==> config.mk <==
export PLATFORM = sky130hd
export DESIGN_NAME = plcs_queue
export DESIGN_NICKNAME = d
export VERILOG_FILES = /design/src/hdl/plcs_pkg.sv /design/src/hdl/plcs_queue.sv
export SDC_FILE = /design/constraint.sdc
export NUM_CORES = 1
export LEC_CHECK = 0
export ABC_AREA = 1
export BUFFER_PORTS_ARGS = -buffer_cell sky130_fd_sc_hd__buf_2
export CELL_PAD_IN_SITES_DETAIL_PLACEMENT = 1
export CELL_PAD_IN_SITES_GLOBAL_PLACEMENT = 2
export CORE_ASPECT_RATIO = 1.75
export CORE_MARGIN = 3
export CORE_UTILIZATION = 39
export DETAILED_ROUTE_END_ITERATION = 12
export GPL_ROUTABILITY_DRIVEN = 1
export GPL_TIMING_DRIVEN = 0
export HOLD_SLACK_MARGIN = 0.12
export PLACE_DENSITY = 0.89
export SETUP_SLACK_MARGIN = 0.4
export SLEW_MARGIN = 15
export SYNTH_ARGS = -nofsm -noshare
export SYNTH_HDL_FRONTEND = slang
export SYNTH_SLANG_ARGS = --single-unit
==> constraint.sdc <==
create_clock -name aclk -period 5.9 [get_ports aclk]
set_input_delay 0.295 -clock aclk [delete_from_list [all_inputs] [get_ports aclk]]
set_output_delay 0.295 -clock aclk [all_outputs]
set_load 0.02 [all_outputs]
==> src/hdl/plcs_pkg.sv <==
// Shared constants and types for the piecewise-linear curve sampler.
package plcs_pkg;

    localparam int Depth = 256;
    localparam int IdxW = $clog2(Depth);
    localparam int CntW = IdxW + 1;
    localparam int MinSamples = 2;

    localparam logic [1:0] STAT_OK = 2'd0;
    localparam logic [1:0] STAT_NOT_INC = 2'd1;
    localparam logic [1:0] STAT_FULL = 2'd2;
    localparam logic [1:0] STAT_SHORT = 2'd3;

    typedef enum logic [1:0] {
        KIND_LOAD,
        KIND_QUERY,
        KIND_REJECT
    } kind_t;

    // Classified item handed from the front part to the back part.
    typedef struct packed {
        kind_t kind;
        logic [1:0] status;
        logic first_row;
        logic [31:0] time_point;
        logic [31:0] distance_value;
        logic [31:0] vertical_value;
    } cmd_t;

    typedef enum logic [3:0] {
        ST_IDLE,
        ST_RD_FIRST,
        ST_RD_LAST,
        ST_CLAMP,
        ST_SEARCH_RD,
        ST_SEARCH_CMP,
        ST_PAIR_LO,
        ST_PAIR_HI,
        ST_DIVIDE,
        ST_MUL,
        ST_ROUND,
        ST_OUT
    } back_state_t;

endpackage

==> src/hdl/plcs_queue.sv <==
// Two-entry queue between the front and back parts.
module plcs_queue (
    input  logic aclk,
    input  logic aresetn,
    input  logic in_valid,
    output logic in_ready,
    input  plcs_pkg::cmd_t in_cmd,
    output logic out_valid,
    input  logic out_ready,
    output plcs_pkg::cmd_t out_cmd
);

    plcs_pkg::cmd_t mem_reg [2];
    logic wp_reg, rp_reg;
    logic [1:0] cnt_reg;
    logic push, pop;

    assign in_ready = cnt_reg != 2'd2;
    assign out_valid = cnt_reg != 2'd0;
    assign out_cmd = mem_reg[rp_reg];
    assign push = in_valid && in_ready;
    assign pop = out_valid && out_ready;

    always_ff @(posedge aclk) begin
        if (!aresetn) begin
            wp_reg <= 1'b0;
            rp_reg <= 1'b0;
            cnt_reg <= '0;
        end else begin
            if (push) wp_reg <= !wp_reg;
            if (pop) rp_reg <= !rp_reg;
            cnt_reg <= cnt_reg + {1'b0, push} - {1'b0, pop};
        end
        if (push) mem_reg[wp_reg] <= in_cmd;
    end

endmodule

==> results by group <==
Synth
  • Syn. warnings: 0
  • Post-Synth Adder-Cell Area: 0.00157
  • Synth Area in Compound Gates: 0.000628
  • Yosys top cell area share: 0.761
  • Dominant synthesized flop cell: edfxtp_1
  • Avg Cell Area, Syn: 22.8 sq um
  • Synth Register Bits: 207
  • Largest family of logic cells by synthesized area: multiplexers
  • Post-synthesis mux area share: 0.185
  • Xor/xnor share of the synthesized area: 0.00110
  • Synth top area cells: edfxtp_1 (76%), mux2_4 (17%), buf_12 (2.3%), mux2_2 (1.6%), dfxtp_1 (1.3%)
  • Mapped Nets: 456
  • Seq/Total Area, Yosys: 0.774
  • Synth top cells by count: edfxtp_1 (202), mux2_4 (90), mux2_2 (11), nand2_1 (11)
  • Post-synth EDFFs: 202
  • Async S/R FF share, synth: 0
  • Count leader, synth: edfxtp_1
  • Cell area after synthesis: 0.00797 sq mm
  • Synth area leader: edfxtp_1
  • Syn Inst Count: 350
  • Unique cell type count in the Yosys netlist: 14
  • Simple-gate share of the synthesized area: 0.0100

Floorplanning
  • Die area: between 0.02 and 0.025 sq mm
  • Die width: approximately 110 um
  • Row Count: 68
  • Die height: 195 um
  • Ports: ~210
  • Starting Density: 0.400
  • Core area: between 0.015 and 0.02 sq mm

STA
  • Final worst path period share: 0.348
  • Final slew viol count: 0
  • RSZ-0062 raised after global routing: no
  • Final-report setup violation count: 0
  • Worst Skew: around 16 ps
  • Final hold slack: 300 ps
  • Actual slew at the worst max-slew pin: 413 ps
  • Rel. slew slack: 0.724
  • Minimum clock period: a little over 2000 ps
  • Fmax: 486 MHz
  • Setup TNS Final: 0 ps
  • Hold Vio Cnt, Final: 0

Drt
  • Final ANT Viol Nets: 0
  • Wirelength per Cell: 20.5 um
  • DRT Pass-1 Iters: 4
  • Vias: between 4000 and 5000
  • Iter 0 DRT Violations: 138
  • DRC Markers: 0
  • Via-to-Cell Ratio: 4.71
  • Post-Route WL: 19.4 mm

Setup path
  • Critical Path Source Type: flip-flop
  • CP Buf/Inv Count: 3
  • Family with the most delay on the worst path: buffers and inverters
  • Largest stage delay on the critical path: 340 ps
  • Path depth of the worst reg2reg path: 6
  • Critical path type: reg2out
  • Crit end category: output port
  • Crit path cell chain: buf_6, buf_12, mux2_4, buf_2
  • CP arrival: 1760 ps
  • Reg2reg setup slack: 4050 ps
  • Crit path max-delay cell type: dfxtp_1
  • WP data required: 5610 ps
  • R2r endpoint: mem_reg[1][61]
  • Crit path max fanout: 10
  • Worst r2r src: cnt_reg[0]

Power
  • Lkg Pwr: between 4 and 5 nW
  • Worst IR Drop VDD: 0.000368 V
  • Cell Pwr Density: just over 400 mW/mm^2
  • Power Total: 4.54 mW

Place
  • Port Buffers: 207
  • GPL Wtd Cong: 0.701
  • Placed cells: about 800
  • DP Wirelength: 12.4 mm

Clocking
  • CTS Buf Count: 19
  • TritonCTS clock tree: done
  • CTS Buffer Depth: 3
  • CTS H-tree lvls: 1
  • Worst-path clk slew: 70 ps
  • Clock sinks: around 210
  • Worst skew pair latency: between 400 and 500 ps
  • CTS resizes: 0
  • Root buffer cell: clkbuf_16

Cells and area
  • Fill cells: 1878
  • Layout cell share with drive strength beyond 1: 0.506
  • Final Non-Filler Cells: 946
  • Fin nets: 794
  • Area growth, synth to finish: 39.3%
  • Number of flip-flops in the largest register: just over 200

GRT
  • Pin count of the biggest net entering global routing: 29
  • Vias in the first global route: 5155
  • Grt total ovfl: 0
  • Initial antenna violation count: 1
  • GRT Overall Usage: 0.171
  • First-pass GRT wire length: 29.0 mm

Worst hold path
  • Worst hold start: out_ready
  • Depth of the worst hold-timing path: 6
  • Worst Hold Class: in2reg

Run
  • Max_cap viols: 0

Outcome
  • Outcome: completed
==> cells in the final DEF (no fill, tap or decap) <==
cell type | netlist | final
dfxtp_1 | 5 | 5
clkbuf_1 | 0 | 2
inv_1 | 7 | 7
xnor2_1 | 1 | 1
a21oi_1 | 1 | 1
bufinv_16 | 0 | 1
edfxtp_1 | 202 | 202
clkinv_2 | 0 | 2
nand3_1 | 1 | 1
nor2_4 | 0 | 2
nand2_1 | 11 | 11
buf_6 | 1 | 1
mux2_2 | 11 | 11
diode_2 | 0 | 1
clkinv_1 | 0 | 6
buf_2 | 1 | 208
ha_1 | 1 | 1
clkinvlp_4 | 0 | 2
mux2_4 | 90 | 90
nor2_1 | 9 | 7
inv_6 | 0 | 1
clkbuf_16 | 0 | 19
buf_16 | 0 | 3
buf_12 | 9 | 14
dlygate4sd3_1 | 0 | 102
==> worst reg2reg max path, stage by stage, from the launching register on <==
cell     delay (ps)
dfxtp_1         370
inv_1            60
nand2_1          70
nand2_1         230
nor2_4          350
buf_16          230
buf_12          230
==> worst max path at each step <==
stage / endpoint / slack (ps) / cells after the start
finish: out_cmd[96] / 3840 / 4
global route: out_cmd[91] / 3740 / 4
CTS: out_cmd[96] / 3800 / 4
detailed placement: mem_reg[1][72] / 4050 / 6
global placement: mem_reg[1][51] / 960 / 4
floorplan: mem_reg[1][0] / 2060 / 4
==> logic make-up (layout without fill, tap and decap cells) <==
family / after synthesis / after routing
flops: 207 / 207
compound gates: 1 / 1
other cells: 0 / 1
fa+ha+maj: 1 / 1
buf+inv: 18 / 368
simple gates: 21 / 21
xor+xnor: 1 / 1
mux: 101 / 101
==> metal layers <==
metal  part of all wire  global-route usage  vias to the layer above
met1               0.33               0.164                     2214
met3              0.041              0.0229                       51
li1                   -                   -                     2044
met4              0.044              0.0779                        0
met5                  0                   0                        -
met2               0.59               0.343                      150
==> metrics by stage <==
step,utilization,instance area [sq um],worst slack (ps)
finish,0.558,11100,3840
global route,0.558,11100,3740
detailed placement,0.478,9510,4050
CTS,0.558,11100,3800
floorplan,-,7980,2060
global placement,0.468,9320,958
==> report_power, final <==
group	total, mW	switching (mW)	internal, mW	leakage, nW
Sequential	1.93	0.0666	1.86	1.93
Clock	1.15	0.517	0.635	0.273
Combinational	1.46	0.784	0.678	2.18
Total	4.54	1.37	3.18	4.38
==> area by class of cell <==
type	count	area (sq um)	area share
plain buffers	11	196	0.0177
repair buffers	317	2240	0.202
diodes	1	2.50	0.000225
flip-flops and latches	207	6170	0.555
clock inverters	12	86.3	0.00778
well taps	245	307	0.0276
multi-input cells	125	1600	0.144
clock buffers	21	483	0.0435
inverters	7	26.3	0.00237
==> repair_timing <==
action / in CTS / in global routing
buffers inserted: 0 / 0
setup endpoints to repair: 0 / 0
hold buffers: 102 / 0
endpoints found under the hold margin: 207 / 0
(Power assumes the default switching activity.)
