**src/hdl/plcs_pkg.sv**
```systemverilog
// Shared constants and types for the piecewise-linear curve sampler.
package plcs_pkg;

    localparam int Depth = 256;
    localparam int IdxW = $clog2(Depth);
    localparam int CntW = IdxW + 1;
    localparam int MinSamples = 2;

    localparam logic [1:0] STAT_OK = 2'd0;
    localparam logic [1:0] STAT_NOT_INC = 2'd1;
    localparam logic [1:0] STAT_FULL = 2'd2;
    localparam logic [1:0] STAT_SHORT = 2'd3;

    typedef enum logic [1:0] {
        KIND_LOAD,
        KIND_QUERY,
        KIND_REJECT
    } kind_t;

    // Classified item handed from the front part to the back part.
    typedef struct packed {
        kind_t kind;
        logic [1:0] status;
        logic first_row;
        logic [31:0] time_point;
        logic [31:0] distance_value;
        logic [31:0] vertical_value;
    } cmd_t;

    typedef enum logic [3:0] {
        ST_IDLE,
        ST_RD_FIRST,
        ST_RD_LAST,
        ST_CLAMP,
        ST_SEARCH_RD,
        ST_SEARCH_CMP,
        ST_PAIR_LO,
        ST_PAIR_HI,
        ST_DIVIDE,
        ST_MUL,
        ST_ROUND,
        ST_OUT
    } back_state_t;

endpackage

```
**src/hdl/plcs_front.sv**
```systemverilog
// Front part: accepts input words, tracks table fill/time order, classifies items.
module plcs_front (
    input  logic aclk,
    input  logic aresetn,
    input  logic s_tvalid,
    output logic s_tready,
    input  logic [1:0] s_tuser,    // operation, first_row
    input  logic [95:0] s_tdata,   // time_point, distance_value, vertical_value
    output logic q_valid,
    input  logic q_ready,
    output plcs_pkg::cmd_t q_cmd
);

    logic [plcs_pkg::CntW-1:0] count_reg, count_next;
    logic bad_reg, bad_next;
    logic [31:0] last_t_reg, last_t_next;
    logic valid_reg, valid_next;
    plcs_pkg::cmd_t cmd_reg, cmd_next;
    logic [plcs_pkg::CntW-1:0] base_cnt;
    logic base_bad;
    logic take;

    assign s_tready = !valid_reg || q_ready;
    assign take = s_tvalid && s_tready;
    assign q_valid = valid_reg;
    assign q_cmd = cmd_reg;

    always_comb begin
        count_next = count_reg;
        bad_next = bad_reg;
        last_t_next = last_t_reg;
        valid_next = valid_reg && !q_ready;
        cmd_next = cmd_reg;
        base_cnt = s_tuser[1] ? '0 : count_reg;
        base_bad = s_tuser[1] ? 1'b0 : bad_reg;
        if (take) begin
            valid_next = 1'b1;
            cmd_next.first_row = s_tuser[1];
            cmd_next.time_point = s_tdata[31:0];
            cmd_next.distance_value = s_tdata[63:32];
            cmd_next.vertical_value = s_tdata[95:64];
            cmd_next.status = plcs_pkg::STAT_OK;
            if (!s_tuser[0]) begin
                count_next = base_cnt;
                bad_next = base_bad;
                cmd_next.kind = plcs_pkg::KIND_REJECT;
                if (base_cnt >= plcs_pkg::CntW'(plcs_pkg::Depth)) begin
                    cmd_next.status = plcs_pkg::STAT_FULL;
                end else if (base_cnt != '0 &&
                             $signed(s_tdata[31:0]) <= $signed(last_t_reg)) begin
                    cmd_next.status = plcs_pkg::STAT_NOT_INC;
                    bad_next = 1'b1;
                end else begin
                    cmd_next.kind = plcs_pkg::KIND_LOAD;
                    count_next = base_cnt + 1'b1;
                    last_t_next = s_tdata[31:0];
                end
            end else if (bad_reg ||
                         count_reg < plcs_pkg::CntW'(plcs_pkg::MinSamples)) begin
                cmd_next.kind = plcs_pkg::KIND_REJECT;
                cmd_next.status = plcs_pkg::STAT_SHORT;
            end else begin
                cmd_next.kind = plcs_pkg::KIND_QUERY;
            end
        end
    end

    always_ff @(posedge aclk) begin
        if (!aresetn) begin
            count_reg <= '0;
            bad_reg <= 1'b0;
            valid_reg <= 1'b0;
        end else begin
            count_reg <= count_next;
            bad_reg <= bad_next;
            valid_reg <= valid_next;
        end
        last_t_reg <= last_t_next;
        cmd_reg <= cmd_next;
    end

endmodule

```
**config.mk**
```make
export PLATFORM = sky130hd
export DESIGN_NAME = plcs_front
export DESIGN_NICKNAME = d
export VERILOG_FILES = /design/src/hdl/plcs_pkg.sv /design/src/hdl/plcs_front.sv
export SDC_FILE = /design/constraint.sdc
export NUM_CORES = 1
export LEC_CHECK = 0
export BUFFER_PORTS_ARGS = -buffer_cell sky130_fd_sc_hd__buf_4
export CAP_MARGIN = 20
export CORE_MARGIN = 1.5
export CORE_UTILIZATION = 49
export DETAILED_ROUTE_END_ITERATION = 6
export HOLD_SLACK_MARGIN = 0.12
export PLACE_DENSITY = 0.79
export SLEW_MARGIN = 40
export SYNTH_ARGS = -nofsm -noshare
export SYNTH_HDL_FRONTEND = slang
export SYNTH_SLANG_ARGS = --single-unit
```
**constraint.sdc**
```tcl
create_clock -name aclk -period 4.6 [get_ports aclk]
set_clock_uncertainty 0.15 [all_clocks]
set_input_delay 1.15 -clock aclk [delete_from_list [all_inputs] [get_ports aclk]]
set_output_delay 1.15 -clock aclk [all_outputs]
set_load 0.01 [all_outputs]
```
==> out/qor.csv, run 1 <==
metric,value,unit
placer's final routability congestion estimate,0.812,
largest net degree at the start of global routing,70,
fin. max-slew vios,0,
number of flops mapped to enable cells by yosys,133,
Core Area,11000,um2
fin util,72.7,%
Resize count post-CTS,0,
area of the multi-input gates,1220,um2
"Async S/R FF share, synth",0,%
period utilisation layout,79.7,%
Max-cap violations,0,
sequential share of power,45.8,%
Synth Register Bits,144,
Switch Pwr,0.671,mW
Cell variety after synth,45,
clock net sink count,144,
Port Buf Inserts,204,
post-DR vias/cell,5.10,
dominant synthesized flop cell,edfxtp_1,
crit path DAT,3.62,ns
mapped cell area,5610,um2
antenna violations before repair,0,
"area leader, netlist",edfxtp_1,
Critical Path End Type,flip-flop,
top cell type's share of synthesized area,71.1,%
placed wire-length estimate,9.37,mm
cells on worst reg2reg path,8,
grt ovf,0,
1st-iter DRT viols,362,
pwr/cell area,419,nW/um2
RSZ-0062 raised after global routing,no,
boundary pin count,205,
crit path launch type,primary input,
Die Area,12100,um2
Critical Setup Path Class,in2reg,
sw frac,20.1,%
fmax,273,MHz
"Seq/Total Area, Yosys",75.1,%
clock buffer depth,2,
"Clk pin slew, worst setup/hold paths",0.06,ns
cts hold-fix bufs,0,
end point of the critical path,last_t_reg[5],
Total Routed Length,12.8,mm
Post CTS Setup Buffer Count,0,
Pint,2.67,mW
"Warnings, synthesis",0,
fraction of layout cells with a size suffix above 1,40.9,%
Worst-Margin Slew,0.689,ns
Final min period,3.67,ns
routed len/inst,17.6,um
Syn Nets,491,
vias in the first global route,3629,
drt pass-1 iters,5,
Rows,38,
average size of a mapped cell,15.8,um2
clock power share,45.0,%
deepest level of the CTS H-tree,4,
status,"finished, final reports clean",
Nets,712,
final setup vio count,0,
worst reg2reg setup slack,1.44,ns
maximum vdd drop,0.247,mV
start of the worst register-to-register path,last_t_reg[27],
worst rel slew slack,54.0,%
Logic pwr share,9.2,%
"commonest cells after routing, fill and taps aside","buf_4, edfxtp_1, inv_1",
Sequential Area,4210,um2
first-pass GRT wire length,18.9,mm
Die Ht,110,um
RR Endpoint,last_t_reg[5],
Hold Fails Final Rpt,0,
CTS Buf Count,17,
max reg flops,101,
CTS tree,yes,
clk root buf,clkbuf_16,
post-route setup TNS,0,ns
# fillers,697,
Antenna diodes,0,
GRT Resource Usage Total,21.6,%
ranking of synthesized cells by area,"edfxtp_1, ha_1, dfxtp_1, inv_1, a21oi_1",
die width,110,um
# DRC,0,
Gate Count Post-Synth,355,
P&R area growth vs syn,42.2,%
"Req. time, crit path",4.56,ns
total number of vias,3710,
Initial Utilization,51.1,%
"commonest non-fill, non-tap cell in the layout",buf_4,
Crit Path Max Fanout,32,
DRT antenna net count,0,
worst hold path type,reg2reg,
leak pwr,3.40,nW
Worst-Skew Late Latency,0.41,ns
Critical path origin,s_tdata[15],
[metrics by stage]
step           std cells  hold WS [ns]  instance area, um2  power [mW]  setup slack, ns
6_report             727         0.365                7980        3.34            0.935
5_1_grt              727         0.405                7980        3.45            0.751
4_1_cts              727         0.361                7980        3.37            0.959
3_5_place_dp         697         0.348                7340        1.87            0.527
3_3_place_gp         697         0.322                7340        1.85            0.574
2_1_floorplan        355         0.307                5610        1.68            0.135
[cell usage after synthesis (2+ instances only)]
library cell / number
mux2i_1: 3
nor2b_1: 3
o21ai_0: 8
edfxtp_1: 133
nor3_1: 2
nand2b_1: 5
dfxtp_1: 11
a31oi_1: 3
a211oi_1: 2
nor4_1: 3
nand4_1: 7
ha_1: 34
nand2_1: 25
a21oi_1: 19
o211ai_1: 2
and3_1: 3
and4_1: 2
nor2_1: 10
nand3_1: 11
inv_1: 42
clkbuf_1: 3
[power by group through the flow]
stage / Sequential, mW / Clock [mW] / Combinational (mW)
final: 1.53 / 1.50 / 0.307
after global routing: 1.54 / 1.58 / 0.334
after detailed placement: 1.56 / 0 / 0.307
after CTS: 1.53 / 1.52 / 0.311
after floorplan: 1.59 / 0 / 0.0865
after global placement: 1.56 / 0 / 0.296
[cell families (layout without fill, tap and decap cells)]
| kind of cell | count (synthesis) | in the layout | share of synthesized area [%] |
|---|---|---|---|
| simple gates | 79 | 79 | 7.62 |
| flops | 144 | 144 | 75.1 |
| mux | 3 | 3 | 0.535 |
| compound gates | 49 | 49 | 6.00 |
| fa+ha+maj | 34 | 34 | 7.58 |
| buf+inv | 46 | 278 | 3.21 |
[layer usage]
metal	global-route usage, %	vias to the layer above	part of all wire, %
met5	0	-	0
met4	9.28	0	2.0
met2	37.9	160	53
met3	6.76	20	7.8
met1	24.3	1746	38
li1	-	1784	-
[final cells by class]
class,instances,share of cell area [%]
clock inverter,12,2.68
clock buffer,18,5.38
multi-input combinational,165,15.3
sequential,144,52.8
timing repair buffer,206,19.7
inverter,42,2.01
tap,140,2.19
[worst max-delay path: stages]
cell and delay, ns:
buf_4 0.12, ha_1 0.32, nand4_2 0.16, nor4_2 0.32
a21boi_2 0.20, o32ai_1 0.12, o311ai_4 0.68, and3_1 0.32
buf_12 0.22
[worst min-delay path by stage]
stage,from,slack (ns),to,depth (start not counted)
3_3_place_gp,bad_reg,0.32,bad_reg,2
5_1_grt,count_reg[7],0.40,count_reg[7],2
6_report,bad_reg,0.37,bad_reg,2
2_1_floorplan,bad_reg,0.31,bad_reg,2
3_5_place_dp,bad_reg,0.35,bad_reg,2
4_1_cts,bad_reg,0.36,bad_reg,2
Power figures use the tool's default switching activity.
==> run 2: changes to the inputs <==
Clock period 4.6 ns to 3.6 ns, I/O delays scaled along.
==> run 2 against run 1 <==
Net effect:
- first-iteration DRC count fell by 36%
- non-clock buffer count up 6
- combinational power grew 27%
- design area down 1.1%
- wire length increased by 0.34%
- power is 16% higher
- sequential share of layout area grew 0.60 points
- core utilization fell by 0.82 points
- global-route usage decreased by 0.093 points
- critical path depth fell by 1
- via count up 1.8%
- flip-flop and latch count unchanged
- critical path type unchanged
- largest cell class unchanged
- largest power group unchanged
- highest routed layer unchanged
==> out/qor.csv, run 2 (synthesized netlist as in run 1, its figures left out) <==
metric,value,unit,change
deepest level of the CTS H-tree,4,,unchanged
Critical Setup Path Class,in2reg,,
die width,110,um,unchanged
worst reg2reg setup slack,0.62,ns,-0.82 ns
Crit-path slowest cell,and3_2,,
boundary pin count,205,,unchanged
routed len/inst,17.5,um,-0.76%
drt pass-1 iters,4,,-1
Resize count post-CTS,0,,unchanged
met3 Resource Use GR,6.00,%,-0.76 points
final setup vio count,0,,unchanged
Initial Utilization,51.1,%,unchanged
1st-iter DRT viols,231,,-36%
sequential share of power,50.4,%,+4.6 points
Rows,38,,unchanged
CTS tree,yes,,
Logic pwr share,10.0,%,+0.8 points
pwr/cell area,493,nW/um2,+18%
worst rel slew slack,52.4,%,-1.6 points
maximum vdd drop,0.271,mV,+10%
period utilisation layout,90.2,%,
Non-Filler Instances,735,,+1.1%
Worst Hold Path EP,bad_reg,,
Global Route met2 Usage,35.5,%,-2.4 points
sw frac,22.7,%,+2.7 points
# DRC,0,,unchanged
RSZ-0062 raised after global routing,no,,
Post CTS Setup Buffer Count,0,,unchanged
Hold Fails Final Rpt,0,,unchanged
Max-cap violations,0,,unchanged
placed cell areas,7380,um2,+0.48%
Crit Path Max Fanout,32,,unchanged
Switch Pwr,0.884,mW,+32%
total number of vias,3778,,+1.8%
fmax,308,MHz,
Total Routed Length,12.9,mm,+0.34%
placer's final routability congestion estimate,0.856,,+5.3%
clock buffer depth,2,,unchanged
vias in the first global route,3730,,+2.8%
Antenna diodes,0,,unchanged
Hold Path Depth,2,,unchanged
global route hottest layer,met2,,
post-layout power,3.89,mW,+16%
"Req. time, crit path",3.48,ns,-1.08 ns
P&R area growth vs syn,40.6,%,
met1 Use GR,25.6,%,+1.3 points
CTS Buf Count,17,,unchanged
leak pwr,3.34,nW,-1.6%
Critical Path End Type,flip-flop,,
max reg flops,101,,unchanged
placed wire-length estimate,9.49,mm,+1.3%
start of the worst register-to-register path,last_t_reg[25],,
first-pass GRT wire length,18.9,mm,+0.18%
antenna violations before repair,0,,unchanged
RR Endpoint,last_t_reg[8],,
DRT antenna net count,0,,unchanged
"commonest non-fill, non-tap cell in the layout",buf_4,,
crit path DAT,3.13,ns,-0.49 ns
"Non-Filler Cell Area, Final",7890,um2,-1.1%
Hold Startpoint,bad_reg,,
# fillers,706,,+1.3%
largest net degree at the start of global routing,79,,+13%
cts hold-fix bufs,0,,unchanged
GRT Resource Usage Total,21.5,%,-0.093 points
Final min period,3.25,ns,
post-DR vias/cell,5.14,,+0.72%
crit path launch type,primary input,,
clock net sink count,144,,unchanged
"commonest cells after routing, fill and taps aside","buf_4, edfxtp_1, inv_1",,
status,"finished, final reports clean",,
Worst-Margin Slew,0.715,ns,+0.0260 ns
clock power share,39.6,%,-5.4 points
Core Area,11000,um2,unchanged
Die Area,12100,um2,unchanged
Nets,718,,+0.84%
cells along the critical path,buf_4 > ha_1 > nand4_2 > nor4_2 > a21boi_2 > o32ai_1 > o311ai_4 > and3_2,,
Worst-Skew Late Latency,0.41,ns,about the same
Port Buf Inserts,204,,unchanged
grt ovf,0,,unchanged
Min Hold Slack,0.347,ns,-0.0176 ns
fin util,71.9,%,-0.82 points
worst hold path type,reg2reg,,
cells on worst reg2reg path,7,,-1
fraction of layout cells with a size suffix above 1,41.5,%,+0.63 points
fin. max-slew vios,0,,unchanged
Die Ht,110,um,unchanged
placed cells,703,,+0.86%
crit-path max cell delay,0.70,ns,+0.02 ns
clk root buf,clkbuf_16,,
"Clk pin slew, worst setup/hold paths",0.06,ns,about the same
Pint,3.01,mW,+12%
-- run 2: cell types whose count changed in the layout (fill, tap and decap cells not counted), sizes merged --
cell / previous run / this run
bufinv: 6 / 0
clkinv: 4 / 6
inv: 44 / 45
buf: 206 / 212
clkinvlp: 0 / 5
-- run 2: metal layers --
| layer | share of wire (%) | vias to the layer above |
|---|---|---|
| met4 | 3.5 | 0 |
| met2 | 51 | 155 |
| met3 | 6.8 | 24 |
| met1 | 39 | 1808 |
| met5 | 0 | - |
| li1 | - | 1791 |
-- run 2: worst max-delay path, delay by kind of cell --
kind                     cells  cell delay (ns)
AO/OA/AOI/OAI                3             0.63
adder cells (fa/ha/maj)      1             0.31
buffers and inverters        1             0.12
AND/OR/NAND/NOR              3             1.16
-- run 2: worst max path at each step --
stage                           start        endpoint  slack (ns)
final                     s_tdata[15]   last_t_reg[8]        0.35
after global placement    s_tdata[15]  last_t_reg[13]       -0.06
after global routing      s_tdata[15]   last_t_reg[8]        0.15
after CTS                 s_tdata[15]   last_t_reg[8]        0.32
after floorplan           s_tdata[15]   last_t_reg[0]        0.04
after detailed placement  s_tdata[14]  last_t_reg[12]       -0.10
-- run 2: final cells by class --
class	count	area [um2]	share of cell area [%]
clock inverter	14	88.8	1.13
tap	140	175	2.22
sequential	144	4210	53.4
clock buffer	18	429	5.44
multi-input combinational	165	1220	15.5
timing repair buffer	212	1600	20.3
inverter	42	161	2.04
-- run 2: power by group through the flow --
stage	Sequential [mW]	Combinational [mW]	Clock [mW]
finish	1.96	0.390	1.54
global route	1.97	0.428	1.64
CTS	1.96	0.394	1.57
detailed placement	1.99	0.392	0
global placement	1.99	0.377	0
floorplan	2.03	0.111	0
-- run 2: metrics by stage --
step	worst slack [ns]	TNS [ns]
finish	0.354	0
detailed placement	-0.100	-3.18
floorplan	0.0429	0
global route	0.155	0
global placement	-0.0575	-1.83
CTS	0.320	0
==> run 3: changes to the inputs <==
Settings changed: BUFFER_PORTS_ARGS -buffer_cell sky130_fd_sc_hd__buf_4 to -buffer_cell sky130_fd_sc_hd__clkbuf_2.
==> run 3 against run 2 <==
Net effect:
- critical path depth increased by 2
- core utilization down 4.3 points
- non-clock buffer count decreased by 4
- worst hold slack better by 0.0084 ns
==> out/qor.csv, run 3 (synthesized netlist as in run 1, its figures left out) <==
metric,value,unit,change
grt ovf,0,,unchanged
boundary pin count,205,,unchanged
Crit-path slowest cell,nor4_1,,
CTS Buf Count,17,,unchanged
Worst-Skew Late Latency,0.41,ns,about the same
post-DR vias/cell,5.10,,-0.86%
# fillers,756,,+7.1%
largest net degree at the start of global routing,79,,unchanged
Worst-Margin Slew,0.508,ns,-0.207 ns
kind of cell adding the most delay to the critical path,simple AND/OR/NAND/NOR gates,,
Sequential Area,4210,um2,unchanged
final setup vio count,0,,unchanged
global route hottest layer,met2,,
sequential share of power,49.5,%,-0.9 points
CTS tree,yes,,
"commonest non-fill, non-tap cell in the layout",clkbuf_2,,
Logic pwr share,8.1,%,-1.9 points
P&R area growth vs syn,32.2,%,
cells along the critical path,clkbuf_2 > ha_1 > nand4_1 > nor4_1 > and3_1 > a211o_1 > o311ai_4 > buf_4 > and4_1 > o31a_1,,
period utilisation layout,82.9,%,-7.3 points
die width,110,um,unchanged
antenna violations before repair,0,,unchanged
Pint,3.04,mW,+1.0%
Rows,38,,unchanged
placer's final routability congestion estimate,0.819,,-4.3%
crit path launch type,primary input,,
placed wire-length estimate,8.96,mm,-5.6%
# DRC,0,,unchanged
maximum vdd drop,0.301,mV,+11%
"Clk pin slew, worst setup/hold paths",0.06,ns,about the same
Hold Fails Final Rpt,0,,unchanged
first-pass GRT wire length,17.7,mm,-6.6%
area of the multi-input gates,1220,um2,unchanged
met3 Resource Use GR,4.88,%,-1.1 points
"Req. time, crit path",3.75,ns,+0.27 ns
Initial Utilization,51.1,%,unchanged
Port Buf Inserts,204,,unchanged
Nets,714,,-0.56%
crit-path max cell delay,0.43,ns,-0.27 ns
Die Ht,110,um,unchanged
GRT Resource Usage Total,20.0,%,-1.5 points
Crit Path Max Fanout,18,,-44%
status,"finished, final reports clean",,
max reg flops,101,,unchanged
RSZ-0062 raised after global routing,no,,
clock buffer depth,2,,unchanged
total number of vias,3725,,-1.4%
leak pwr,3.24,nW,-3.3%
cts hold-fix bufs,0,,unchanged
clock power share,42.4,%,+2.8 points
Critical Path End Type,flip-flop,,
sw frac,23.2,%,+0.48 points
vias in the first global route,3654,,-2.0%
Switch Pwr,0.917,mW,+3.8%
clk root buf,clkbuf_16,,
Max-cap violations,0,,unchanged
Post CTS Setup Buffer Count,0,,unchanged
crit path DAT,3.13,ns,about the same
fin. max-slew vios,0,,unchanged
Resize count post-CTS,0,,unchanged
fraction of layout cells with a size suffix above 1,42.1,%,+0.62 points
WP buf/inv,2,,+1
fin util,67.6,%,-4.3 points
pwr/cell area,533,nW/um2,+8.1%
Critical Setup Path Class,in2reg,,
post-route setup TNS,0,ns,unchanged
Final min period,2.98,ns,-0.263 ns
routed len/inst,16.3,um,-7.0%
Total Routed Length,11.9,mm,-7.5%
fmax,335,MHz,+8.8%
worst hold path type,reg2reg,,
1st-iter DRT viols,211,,-8.7%
Global Route met2 Usage,33.8,%,-1.7 points
clock net sink count,144,,unchanged
Antenna diodes,0,,unchanged
deepest level of the CTS H-tree,4,,unchanged
Core Area,11000,um2,unchanged
DRT antenna net count,0,,unchanged
drt pass-1 iters,4,,unchanged
met1 Use GR,23.5,%,-2.0 points
Die Area,12100,um2,unchanged
worst rel slew slack,66.0,%,+14 points
"commonest cells after routing, fill and taps aside","clkbuf_2, edfxtp_1, inv_1",,
run 3: cell types whose count changed in the layout (fill, tap and decap cells not counted), sizes merged:
cell / previous run / this run
clkbuf: 18 / 221
bufinv: 0 / 1
clkinv: 6 / 4
buf: 212 / 4
clkinvlp: 5 / 3
inv: 45 / 49
run 3: layout make-up:
class	instances	area share [%]
flip-flops and latches	144	56.8
multi-input cells	165	16.5
repair buffers	208	14.5
clock buffers	17	5.73
well taps	140	2.36
inverters	42	2.18
clock inverters	15	1.99
run 3: layer usage:
layer	vias to the layer above	share of wire, %
met1	1768	39
met4	0	3.2
met3	26	6.8
met5	-	0
li1	1791	-
met2	140	51
run 3: stage by stage:
stage	cell area [um2]	power, mW	hold slack, ns	worst slack (ns)	instances
2_1_floorplan	5620	2.14	0.307	0.0429	355
3_3_place_gp	6850	2.30	0.336	0.256	699
3_5_place_dp	6850	2.31	0.340	0.166	699
4_1_cts	7420	3.99	0.354	0.603	731
5_1_grt	7420	4.10	0.376	0.390	731
6_report	7420	3.95	0.356	0.617	731
run 3: power by group through the flow:
| stage | clock network (mW) | logic (mW) | registers, mW |
|---|---|---|---|
| after floorplan | 0 | 0.111 | 2.03 |
| after global placement | 0 | 0.309 | 1.99 |
| after detailed placement | 0 | 0.321 | 1.99 |
| after CTS | 1.71 | 0.325 | 1.96 |
| after global routing | 1.78 | 0.358 | 1.97 |
| final | 1.68 | 0.320 | 1.96 |
run 3: tightest hold or removal path: cells and delay by family (launching register included):
| kind | cells | cell delay [ns] |
|---|---|---|
| DFF | 1 | 0.33 |
| and+or+nand+nor | 1 | 0.07 |
| AOI/OAI and AO/OA | 1 | 0.06 |
run 3: final timing paths:
check,startpoint,end,slack (ns),cells past startpoint
worst min-delay path,bad_reg,bad_reg,0.36,2
worst max register to register,last_t_reg[30],count_reg[1],0.85,10
worst min register to register,bad_reg,bad_reg,0.36,2
worst max-delay path,s_tdata[30],count_reg[1],0.62,10
